## src/hdl/assert_macros.svh

```systemverilog
// Assertion helpers, included by uart_buffered_byte_queues_core.sv.
`ifndef ASSERT_MACROS_SVH
`define ASSERT_MACROS_SVH

// Checked at every rising clock edge once reset is released.
`define ASSERT_CLK(label, prop, msg) \
  label: assert property (@(posedge clk_i) disable iff (!rst_ni) prop) else $error(msg);

// Checked at every rising clock edge, reset included.
`define ASSERT_ALWAYS(label, prop, msg) \
  label: assert property (@(posedge clk_i) prop) else $error(msg);

`endif

```

## src/hdl/ubq_pkg.sv

```systemverilog
package ubq_pkg;

  localparam int unsigned BYTE_W      = 8;
  localparam int unsigned LEVEL_W     = 3;
  localparam int unsigned OP_W        = 2;
  localparam int unsigned RX_DEPTH_DF = 4;
  localparam int unsigned TX_DEPTH_DF = 4;

  typedef enum logic [OP_W-1:0] {
    OP_LINE_RX = 2'd0,
    OP_TX_DONE = 2'd1,
    OP_SEND    = 2'd2,
    OP_READ    = 2'd3
  } op_e;

  // Status of one ring: flags before the current request, level after it.
  typedef struct packed {
    logic               full;
    logic               empty;
    logic [LEVEL_W-1:0] level_nxt;
  } ring_stat_t;

endpackage

```

## src/hdl/ubq_ram.sv

```systemverilog
module ubq_ram #(
  parameter int unsigned WIDTH = 8,
  parameter int unsigned DEPTH = 4
) (
  input  logic                     clk_i,
  input  logic                     we_i,
  input  logic [$clog2(DEPTH)-1:0] waddr_i,
  input  logic [WIDTH-1:0]         wdata_i,
  input  logic                     re_i,
  input  logic [$clog2(DEPTH)-1:0] raddr_i,
  output logic [WIDTH-1:0]         rdata_o
);

  logic [WIDTH-1:0] mem_q [DEPTH];
  logic [WIDTH-1:0] rdata_q;

  always_ff @(posedge clk_i) begin
    if (we_i) begin
      mem_q[waddr_i] <= wdata_i;
    end
    if (re_i) begin
      rdata_q <= mem_q[raddr_i];
    end
  end

  assign rdata_o = rdata_q;

endmodule

```

## src/hdl/ubq_ring.sv

```systemverilog
module ubq_ring import ubq_pkg::*; #(
  parameter int unsigned DEPTH = RX_DEPTH_DF
) (
  input  logic              clk_i,
  input  logic              rst_ni,
  input  logic              push_i,
  input  logic              pop_i,
  input  logic [BYTE_W-1:0] wdata_i,
  output logic [BYTE_W-1:0] rdata_o,
  output ring_stat_t        stat_o
);

  localparam int unsigned PW = $clog2(DEPTH);
  localparam int unsigned CW = $clog2(DEPTH + 1);

  logic [PW-1:0] rd_q, rd_d;
  logic [PW-1:0] wr_q, wr_d;
  logic          full_q, full_d;
  logic [CW-1:0] level;
  logic [31:0]   level_ext;

  function automatic logic [PW-1:0] advance(input logic [PW-1:0] ptr);
    advance = (ptr == PW'(DEPTH - 1)) ? '0 : ptr + 1'b1;
  endfunction

  always_comb begin
    rd_d   = pop_i  ? advance(rd_q) : rd_q;
    wr_d   = push_i ? advance(wr_q) : wr_q;
    full_d = full_q;
    if (pop_i) begin
      full_d = 1'b0;
    end else if (push_i) begin
      full_d = (wr_d == rd_q);
    end
  end

  // Level after the request; the pointer difference is taken modulo the depth.
  always_comb begin
    if (full_d) begin
      level = CW'(DEPTH);
    end else begin
      level = CW'(wr_d) - CW'(rd_d) + ((wr_d < rd_d) ? CW'(DEPTH) : '0);
    end
    level_ext = 32'(level);
  end

  always_ff @(posedge clk_i or negedge rst_ni) begin
    if (!rst_ni) begin
      rd_q   <= '0;
      wr_q   <= '0;
      full_q <= 1'b0;
    end else begin
      rd_q   <= rd_d;
      wr_q   <= wr_d;
      full_q <= full_d;
    end
  end

  ubq_ram #(
    .WIDTH(BYTE_W),
    .DEPTH(DEPTH)
  ) u_ram (
    .clk_i  (clk_i),
    .we_i   (push_i),
    .waddr_i(wr_q),
    .wdata_i(wdata_i),
    .re_i   (pop_i),
    .raddr_i(rd_q),
    .rdata_o(rdata_o)
  );

  assign stat_o.full      = full_q;
  assign stat_o.empty     = !full_q && (rd_q == wr_q);
  assign stat_o.level_nxt = level_ext[LEVEL_W-1:0];

endmodule

```

## src/hdl/uart_buffered_byte_queues_core.sv

```systemverilog
// Channel  | Direction | Handshake                 | Payload
// ---------+-----------+---------------------------+-------------------------------------
// in       | input     | in_valid_i / in_stall_o   | op_i, data_byte_i
// out      | output    | out_valid_o / out_stall_i | accepted_o, out_byte_o, tx_start_o,
//          |           |                           | rx_level_o, tx_level_o
//
// A request that needs no ring read (line byte, send, refused or empty cases) is written to
// the output register in the cycle after it is accepted; a read or a transmit-done that pops a
// byte passes first through the registered read of the ring memory, then the output register.
// Reset clears pointers, flags and the output valid bit; the output payload and ring memories are not cleared.
// The input stalls while a ring read is outstanding and while a result waits on a stalled
// output; a result being taken frees the output register in the same cycle.
`include "assert_macros.svh"

module uart_buffered_byte_queues_core import ubq_pkg::*; #(
  parameter int unsigned RX_DEPTH = RX_DEPTH_DF,
  parameter int unsigned TX_DEPTH = TX_DEPTH_DF
) (
  input  logic               clk_i,
  input  logic               rst_ni,
  input  logic               in_valid_i,
  output logic               in_stall_o,
  input  logic [OP_W-1:0]    op_i,
  input  logic [BYTE_W-1:0]  data_byte_i,
  output logic               out_valid_o,
  input  logic               out_stall_i,
  output logic               accepted_o,
  output logic [BYTE_W-1:0]  out_byte_o,
  output logic               tx_start_o,
  output logic [LEVEL_W-1:0] rx_level_o,
  output logic [LEVEL_W-1:0] tx_level_o
);

  op_e         op;
  logic        accept;
  logic        rx_push, rx_pop, tx_push, tx_pop;
  logic        send_direct, need_read;
  ring_stat_t  rx_stat, tx_stat;
  logic [BYTE_W-1:0] rx_rdata, tx_rdata;

  logic        idle_q, idle_d;
  logic        pend_q, pend_d;
  logic        pend_rx_q, pend_rx_d;
  logic        out_valid_q, out_valid_d;
  logic        accepted_q, accepted_d;
  logic        start_q, start_d;
  logic [BYTE_W-1:0]  byte_q, byte_d;
  logic [LEVEL_W-1:0] rxl_q, rxl_d;
  logic [LEVEL_W-1:0] txl_q, txl_d;

  assign op         = op_e'(op_i);
  assign in_stall_o = pend_q || (out_valid_q && out_stall_i);
  assign accept     = in_valid_i && !in_stall_o;

  always_comb begin
    rx_push     = 1'b0;
    rx_pop      = 1'b0;
    tx_push     = 1'b0;
    tx_pop      = 1'b0;
    send_direct = 1'b0;
    idle_d      = idle_q;
    if (accept) begin
      unique case (op)
        OP_LINE_RX: rx_push = !rx_stat.full;
        OP_TX_DONE: begin
          tx_pop = !tx_stat.empty;
          idle_d = tx_stat.empty;
        end
        OP_SEND: begin
          tx_push = !tx_stat.full;
          // An idle transmitter always has an empty ring, so the byte goes out as is.
          send_direct = !tx_stat.full && idle_q;
          tx_pop      = send_direct;
          if (send_direct) begin
            idle_d = 1'b0;
          end
        end
        OP_READ: rx_pop = !rx_stat.empty;
        default: ;
      endcase
    end
  end

  assign need_read = rx_pop || (tx_pop && !send_direct);

  always_comb begin
    pend_d      = need_read;
    pend_rx_d   = need_read ? rx_pop : pend_rx_q;
    out_valid_d = out_valid_q && out_stall_i;
    accepted_d  = accepted_q;
    start_d     = start_q;
    byte_d      = byte_q;
    rxl_d       = rxl_q;
    txl_d       = txl_q;
    if (accept) begin
      out_valid_d = !need_read;
      accepted_d  = rx_push || rx_pop || tx_push || tx_pop;
      start_d     = tx_pop;
      byte_d      = send_direct ? data_byte_i : '0;
      rxl_d       = rx_stat.level_nxt;
      txl_d       = tx_stat.level_nxt;
    end else if (pend_q) begin
      out_valid_d = 1'b1;
      byte_d      = pend_rx_q ? rx_rdata : tx_rdata;
    end
  end

  always_ff @(posedge clk_i or negedge rst_ni) begin
    if (!rst_ni) begin
      idle_q      <= 1'b1;
      pend_q      <= 1'b0;
      pend_rx_q   <= 1'b0;
      out_valid_q <= 1'b0;
    end else begin
      idle_q      <= idle_d;
      pend_q      <= pend_d;
      pend_rx_q   <= pend_rx_d;
      out_valid_q <= out_valid_d;
    end
  end

  always_ff @(posedge clk_i) begin
    accepted_q <= accepted_d;
    start_q    <= start_d;
    byte_q     <= byte_d;
    rxl_q      <= rxl_d;
    txl_q      <= txl_d;
  end

  ubq_ring #(
    .DEPTH(RX_DEPTH)
  ) u_rx_ring (
    .clk_i  (clk_i),
    .rst_ni (rst_ni),
    .push_i (rx_push),
    .pop_i  (rx_pop),
    .wdata_i(data_byte_i),
    .rdata_o(rx_rdata),
    .stat_o (rx_stat)
  );

  ubq_ring #(
    .DEPTH(TX_DEPTH)
  ) u_tx_ring (
    .clk_i  (clk_i),
    .rst_ni (rst_ni),
    .push_i (tx_push),
    .pop_i  (tx_pop),
    .wdata_i(data_byte_i),
    .rdata_o(tx_rdata),
    .stat_o (tx_stat)
  );

  assign out_valid_o = out_valid_q;
  assign accepted_o  = accepted_q;
  assign out_byte_o  = byte_q;
  assign tx_start_o  = start_q;
  assign rx_level_o  = rxl_q;
  assign tx_level_o  = txl_q;

  `ASSERT_CLK(a_pend_then_out, pend_q |=> out_valid_o, "ring read did not produce a result")
  `ASSERT_CLK(a_idle_empty, idle_q |-> tx_stat.empty, "transmitter idle with bytes queued")
  `ASSERT_CLK(a_start_accepted, out_valid_o && tx_start_o |-> accepted_o,
              "transmit start without accepted request")
  // The flags are unknown until the first reset edge, so reset itself satisfies the check.
  `ASSERT_ALWAYS(a_no_pend_with_out, !rst_ni || !(pend_q && out_valid_q),
                 "ring read pending while output register holds a result")

endmodule
```

## config.mk

```make
export PLATFORM = sky130hd
export DESIGN_NAME = uart_buffered_byte_queues_core
export DESIGN_NICKNAME = d
export VERILOG_FILES = /design/src/hdl/ubq_pkg.sv /design/src/hdl/ubq_ram.sv /design/src/hdl/ubq_ring.sv /design/src/hdl/uart_buffered_byte_queues_core.sv
export VERILOG_INCLUDE_DIRS = /design/src /design/src/hdl
export SDC_FILE = /design/constraint.sdc
export NUM_CORES = 1
export LEC_CHECK = 0
export ABC_CLOCK_PERIOD_IN_PS = 3300
export BUFFER_PORTS_ARGS = -buffer_cell sky130_fd_sc_hd__buf_2
export CORE_UTILIZATION = 39
export DETAILED_ROUTE_END_ITERATION = 12
export PLACE_DENSITY = 0.53
export SETUP_SLACK_MARGIN = 0.1
export SYNTH_ARGS = -nofsm -noshare
export SYNTH_HDL_FRONTEND = slang
export SYNTH_HIERARCHICAL = 1
export SYNTH_SLANG_ARGS = --single-unit
```

## constraint.sdc

```tcl
create_clock -name clk_i -period 3.3 [get_ports clk_i]
set_input_delay 0.165 -clock clk_i [delete_from_list [all_inputs] [get_ports clk_i]]
set_output_delay 0.165 -clock clk_i [all_outputs]
set_load 0.02 [all_outputs]
```

After elaboration in Yosys (flattened, before gate mapping) --
Memory sizes are Yosys's and may differ from the RTL's. A register that Yosys moved wholly into a read port is not among the register bits. Cells that the tools add are included.
Storage, ports and cells: flip-flop bits (word level) 30, memory bits (writable) 64, bits of input ports 14, output and inout bits 18, word-level logic and storage cells 97, memories 2
Memories:
- u_rx_ring.u_ram.mem_q | depth 4, width 8, read ports 1, clocked after memory_dff 1, wr ports 1, line ubq_ram.sv:14 | logic [WIDTH-1:0] mem_q [DEPTH];
- u_tx_ring.u_ram.mem_q | depth 4, width 8, read ports 1, clocked after memory_dff 1, wr ports 1, line ubq_ram.sv:14
Cells by class: add/subtract/negate cells 8, $lt $le $gt $ge 2, equality and inequality tests 12, multiplexer cells 36, reduce and logical (&&, ||, !) cells 22
Operators by type and width (number):
- 2-to-1 mux 8 bit | 4
- 2-to-1 mux 1 bit | 20
- 2-to-1 mux 2 bit | 8
- == test 2 bit (second input constant) | 6
- adder 2 x 1 -> 2 bit (second input constant) | 4
- == test 2 bit | 4
- zero test 1 bit | 7
- adder 3 bit | 2
- logical AND 1 bit | 6
- 2-to-1 mux 3 bit | 2
- subtractor 2 x 2 -> 3 bit | 2
- logical OR 1 bit | 5
- < comparator 2 bit | 2
- case mux 1 bit (2 select lines) | 2
- nonzero test 2 bit | 2
- AND reduction 3 bit | 1
- == test 2 x 1 -> 1 bit (second input constant) | 1
- zero test 2 bit | 1
- != test 2 bit (second input constant) | 1

Logic depth before layout (Yosys ltp) --
word-level depth 10, gate-level depth with buffers 9

Cells and area by module --
Netlist, hierarchy kept.
Modules (own cells, without submodules):
- ubq_ram | instances 2, cells an instance 54, area each 1428.9 um^2, seq. area each 1201.2 um^2
- uart_buffered_byte_queues_core | instances 1, cells an instance 74, area each 993.5 um^2, seq. area each 581.8 um^2
- ubq_ring | instances 2, cells an instance 26, area each 317.8 um^2, seq. area each 125.1 um^2

Worst setup path before layout --
No wires, ideal clock.
path type register to register, start point reg u_rx_ring.wr_q[1], end point reg rxl_q[1], in the netlist rx_level_o[1] (data pin), setup time 0.264 ns, arrival time 2.424 ns, required time 3.036 ns, path slack 0.612 ns, stages on the path, launching flop included 9, period minus slack after synthesis 2.688 ns, path through dfrtp_1 xor2_1 nor3_1 nand2b_1 nor2_1 mux2_2 ha_1 xnor3_1 nor2_1
RTL lines:
- from (decl) | line ubq_ring.sv:17 | logic [PW-1:0] wr_q, wr_d;
- from (signal assigned) | line ubq_ring.sv:54 | wr_q <= wr_d;
- to (signal assigned) | line uart_buffered_byte_queues_core.sv:126 | rxl_q <= rxl_d;
- to (decl) | line uart_buffered_byte_queues_core.sv:48 | logic [LEVEL_W-1:0] rxl_q, rxl_d;

==> summary.json <==
{
  "power_and_ir_drop": {
    "fraction_of_power_spent_switching_nets_pct": 28.8,
    "share_clk_of_total_power_pct": 28.1,
    "intPower_w": 0.00299,
    "power_frac_comb_pct": 25.8,
    "irDropWorstVdd_uv": 333,
    "power_density_nw_per_um2": 814,
    "power.sequential.fraction_pct": 46.1,
    "p_leak_nw": 1.88,
    "netSwitchingPower_w": 0.00121
  },
  "timing": {
    "max_slew_margin_pct": 62.9,
    "timing.setup.tns_ns": 0,
    "period_minus_slack_ns": 2.59,
    "final-hold-violation-count": 0,
    "clock-skew-final_ns": 0.00736,
    "grt_setup_unrepaired": "no",
    "drv_slew": 0,
    "final_min_period_over_clock_period_pct": 78.4,
    "setup_viol_count_final": 0,
    "fmax_ghz": 0.387,
    "max_slew.worst_pin.slew_ns": 0.555
  },
  "hold_path": {
    "worst_hold_path_type": "input pin to flop",
    "worst_min_path_start": "in_valid_i",
    "timing.hold.worst_path_depth": 2,
    "min_delay_worst_endpoint": "out_valid_o$_DFF_PN0_"
  },
  "run": {
    "maxCapViolCount": 0
  },
  "route": {
    "vias_cell": 5.13,
    "number_of_remaining_drc_errors": 0,
    "detailroute.via_count": 2158,
    "first_iter_violations": 88,
    "detail_route.wl_per_cell_um": 18.6,
    "wl_um": 7820,
    "ant_nets": 0,
    "drt_pre_antenna_iters": 4
  },
  "logic_synthesis": {
    "synthDominantAreaCellType": "sky130_fd_sc_hd__edfxtp_1",
    "synthesis.yosys.warnings": 6,
    "synth_nets": 256,
    "synth.avg_cell_area_um2": 19.2,
    "ys_seq_elements": 110,
    "yosysMostFrequentCell": "sky130_fd_sc_hd__edfxtp_1",
    "synth_top_cells_by_count": "sky130_fd_sc_hd__edfxtp_1 (96), sky130_fd_sc_hd__mux4_2 (16), sky130_fd_sc_hd__dfrtp_1 (13)",
    "synthesis.instances": 234,
    "yosysSeqAreaShare_pct": 72.1,
    "mappedNetlistArea_um2": 4490,
    "synth_enable_flop_cells": 96,
    "synth_top_area_share_pct": 64.2,
    "postSynth.asyncResetShare_pct": 12.7,
    "ys.flop_type": "sky130_fd_sc_hd__edfxtp_1",
    "synth_cell_type_count": 38,
    "top_cells_by_area_in_the_synthesized_netlist": "sky130_fd_sc_hd__edfxtp_1 (64%), sky130_fd_sc_hd__mux4_2 (8.0%), sky130_fd_sc_hd__dfrtp_1 (7.3%), sky130_fd_sc_hd__ha_1 (2.2%), sky130_fd_sc_hd__mux2i_1 (1.8%)"
  },
  "final_layout": {
    "drive_above_1_share_pct": 30.2,
    "stdcell_count": 421,
    "n_antenna_cell": 0,
    "final_cell_area_um2": 5150,
    "layout-area-overhead-vs-synth_pct": 14.8,
    "nets_finish": 298
  },
  "critical_path": {
    "rr_startpoint": "u_rx_ring/rd_q[1]$_DFF_PN0_",
    "r2r_slack_ns": 0.71,
    "worstSetupEndpointType": "flop",
    "setup.worst_path.start_class": "flop",
    "critPathLaunch": "u_rx_ring/rd_q[1]$_DFF_PN0_",
    "timing.critical_path.cells": "xor2_1 > nor3_1 > nand2b_1 > nor2_1 > mux2_2 > ha_1 > xnor3_1 > nor2_1",
    "reg2reg_end": "rx_level_o[1]$_DFFE_PP_",
    "setup.worst_path.class": "flop to flop",
    "max_stage_delay_ns": 0.63,
    "timing.reg2reg.worst_path_depth": 8,
    "cp_data_arrival_time_ns": 2.68,
    "cp_most_frequent_cell": "sky130_fd_sc_hd__nor2_1",
    "critical_path.slowest_cell": "sky130_fd_sc_hd__dfrtp_1",
    "crit_path_max_fanout": 11,
    "timing.critical_path.required_ns": 3.39
  },
  "placed_design": {
    "port_buffers": 31,
    "final_weighted_congestion_of_routability_driven_global_placement": 0.759,
    "dpl.cell_count": 404,
    "postPlaceCellArea_um2": 4810,
    "detailed_place_hpwl_um": 5150
  },
  "clock_network": {
    "postCtsSetupBuffers": 0,
    "cts.sink_count": 110,
    "htree_num_levels": 3,
    "ctsLongestPathBuffers": 2,
    "cts_tree": "yes",
    "clkSlewWorstSetupHoldPaths_ns": 0.07,
    "insertion_delay_ns": 0.34,
    "cts_inserted_buffers": 9,
    "cts.root.buffer_cell": "sky130_fd_sc_hd__clkbuf_16"
  },
  "global_route": {
    "grt_max_degree": 20,
    "gr-total-overflow": 0,
    "first_global_vias": 2082,
    "groute.usage.overall_pct": 14.4,
    "grt_pass1_wl_um": 12000,
    "antenna_found_initial": 0
  },
  "run_status": {
    "outcome": "completed"
  },
  "die": {
    "rows": 38,
    "die_h_um": 109,
    "die_area_um2": 11900,
    "initial_core_util_pct": 40.7,
    "core_um2": 11000,
    "ioPinCount": 32,
    "die_width_um": 109
  }
}
-- cell families after synthesis --
logic type	count (synthesis)	share of synthesized area (%)
buffers and inverters	18	2.34
multiplexers	28	10.8
adder cells (fa/ha/maj)	8	2.23
XOR/XNOR	10	2.57
flip-flops	110	72.1
AND/OR/NAND/NOR	42	5.72
AO/OA/AOI/OAI	18	4.24
-- layout make-up --
cell class	instances	area (um2)
multi-input cells	106	1150
inverters	8	30.0
fillers	955	5880
clock buffers	9	225
clock inverters	7	104
well taps	140	175
flip-flops and latches	110	3230
repair buffers	41	233
-- power groups by stage --
stage	sequential [W]	clock, W	combinational [W]
after floorplan	0.00200	0	0.000817
after detailed placement	0.00197	0	0.00110
after CTS	0.00194	0.00121	0.00110
after global routing	0.00196	0.00125	0.00119
final	0.00193	0.00118	0.00108
after global placement	0.00196	0	0.00109
-- what timing repair did --
action                                 CTS  global route
gates resized for setup                  0             0
hold buffers                             1             0
endpoints found under the hold margin   13             0
setup endpoints to repair                0             0
-- sequential cells by signal, summed over array words and instances, names as in the netlist --
register and count:
tx_start_o 1, pend_rx_q 1, u_rx_ring/rd_q 2, u_rx_ring/full_q 1, u_tx_ring/u_ram/mem_q 32, u_tx_ring/u_ram/rdata_o 8
u_tx_ring/rd_q 2, u_tx_ring/wr_q 2, u_rx_ring/u_ram/mem_q 32, rx_level_o 3, u_rx_ring/wr_q 2, idle_q 1
pend_q 1, accepted_o 1, u_rx_ring/u_ram/rdata_o 8, out_valid_o 1, out_byte_o 8, tx_level_o 3
u_tx_ring/full_q 1
-- per-layer routing --
layer  global-route usage [%]  share of wire [%]
met5                        0                  0
met4                     5.14                1.9
met2                     21.9                 47
met1                     20.0                 47
met3                     3.77                3.9
-- cell usage in the layout (no fill, tap or decap), types with 3 or more instances in the layout --
master                       n
sky130_fd_sc_hd__nand2_1     5
sky130_fd_sc_hd__xor2_1      6
sky130_fd_sc_hd__dfrtp_1    13
sky130_fd_sc_hd__and3_1      3
sky130_fd_sc_hd__buf_2      31
sky130_fd_sc_hd__mux2i_1     8
sky130_fd_sc_hd__nand3b_1    3
sky130_fd_sc_hd__and3b_1     5
sky130_fd_sc_hd__nand2b_1    3
sky130_fd_sc_hd__o2bb2ai_1   9
sky130_fd_sc_hd__clkbuf_16   9
sky130_fd_sc_hd__buf_4       9
sky130_fd_sc_hd__edfxtp_1   96
sky130_fd_sc_hd__mux2_2      4
sky130_fd_sc_hd__nor2_1     12
sky130_fd_sc_hd__ha_1        8
sky130_fd_sc_hd__inv_1       7
sky130_fd_sc_hd__mux4_2     16
-- stage by stage --
step           power, W  hold slack [ns]  utilization [%]  setup WS [ns]
3_3_place_gp    0.00305           0.0977             43.6          0.760
5_1_grt         0.00441            0.105             46.7          0.539
3_5_place_dp    0.00306           0.0913             43.6          0.697
4_1_cts         0.00424            0.103             46.7          0.697
2_1_floorplan   0.00281           -0.131                -          0.612
6_report        0.00419            0.119             46.7          0.713
-- worst max path at each step --
stage               cells past startpoint                       to
floorplan                               8  rx_level_o[1]$_DFFE_PP_
global placement                        8  rx_level_o[1]$_DFFE_PP_
detailed placement                      8  rx_level_o[1]$_DFFE_PP_
CTS                                     8  rx_level_o[1]$_DFFE_PP_
global route                            8  rx_level_o[1]$_DFFE_PP_
finish                                  8  rx_level_o[1]$_DFFE_PP_
-- critical path, delay by kind of cell (launching register included) --
family	cells	cell delay (ns)
fa+ha+maj	1	0.18
mux	1	0.37
flops	1	0.63
simple gates	4	0.52
xor+xnor	2	0.65
No activity file was read; power rests on OpenSTA's default activity.
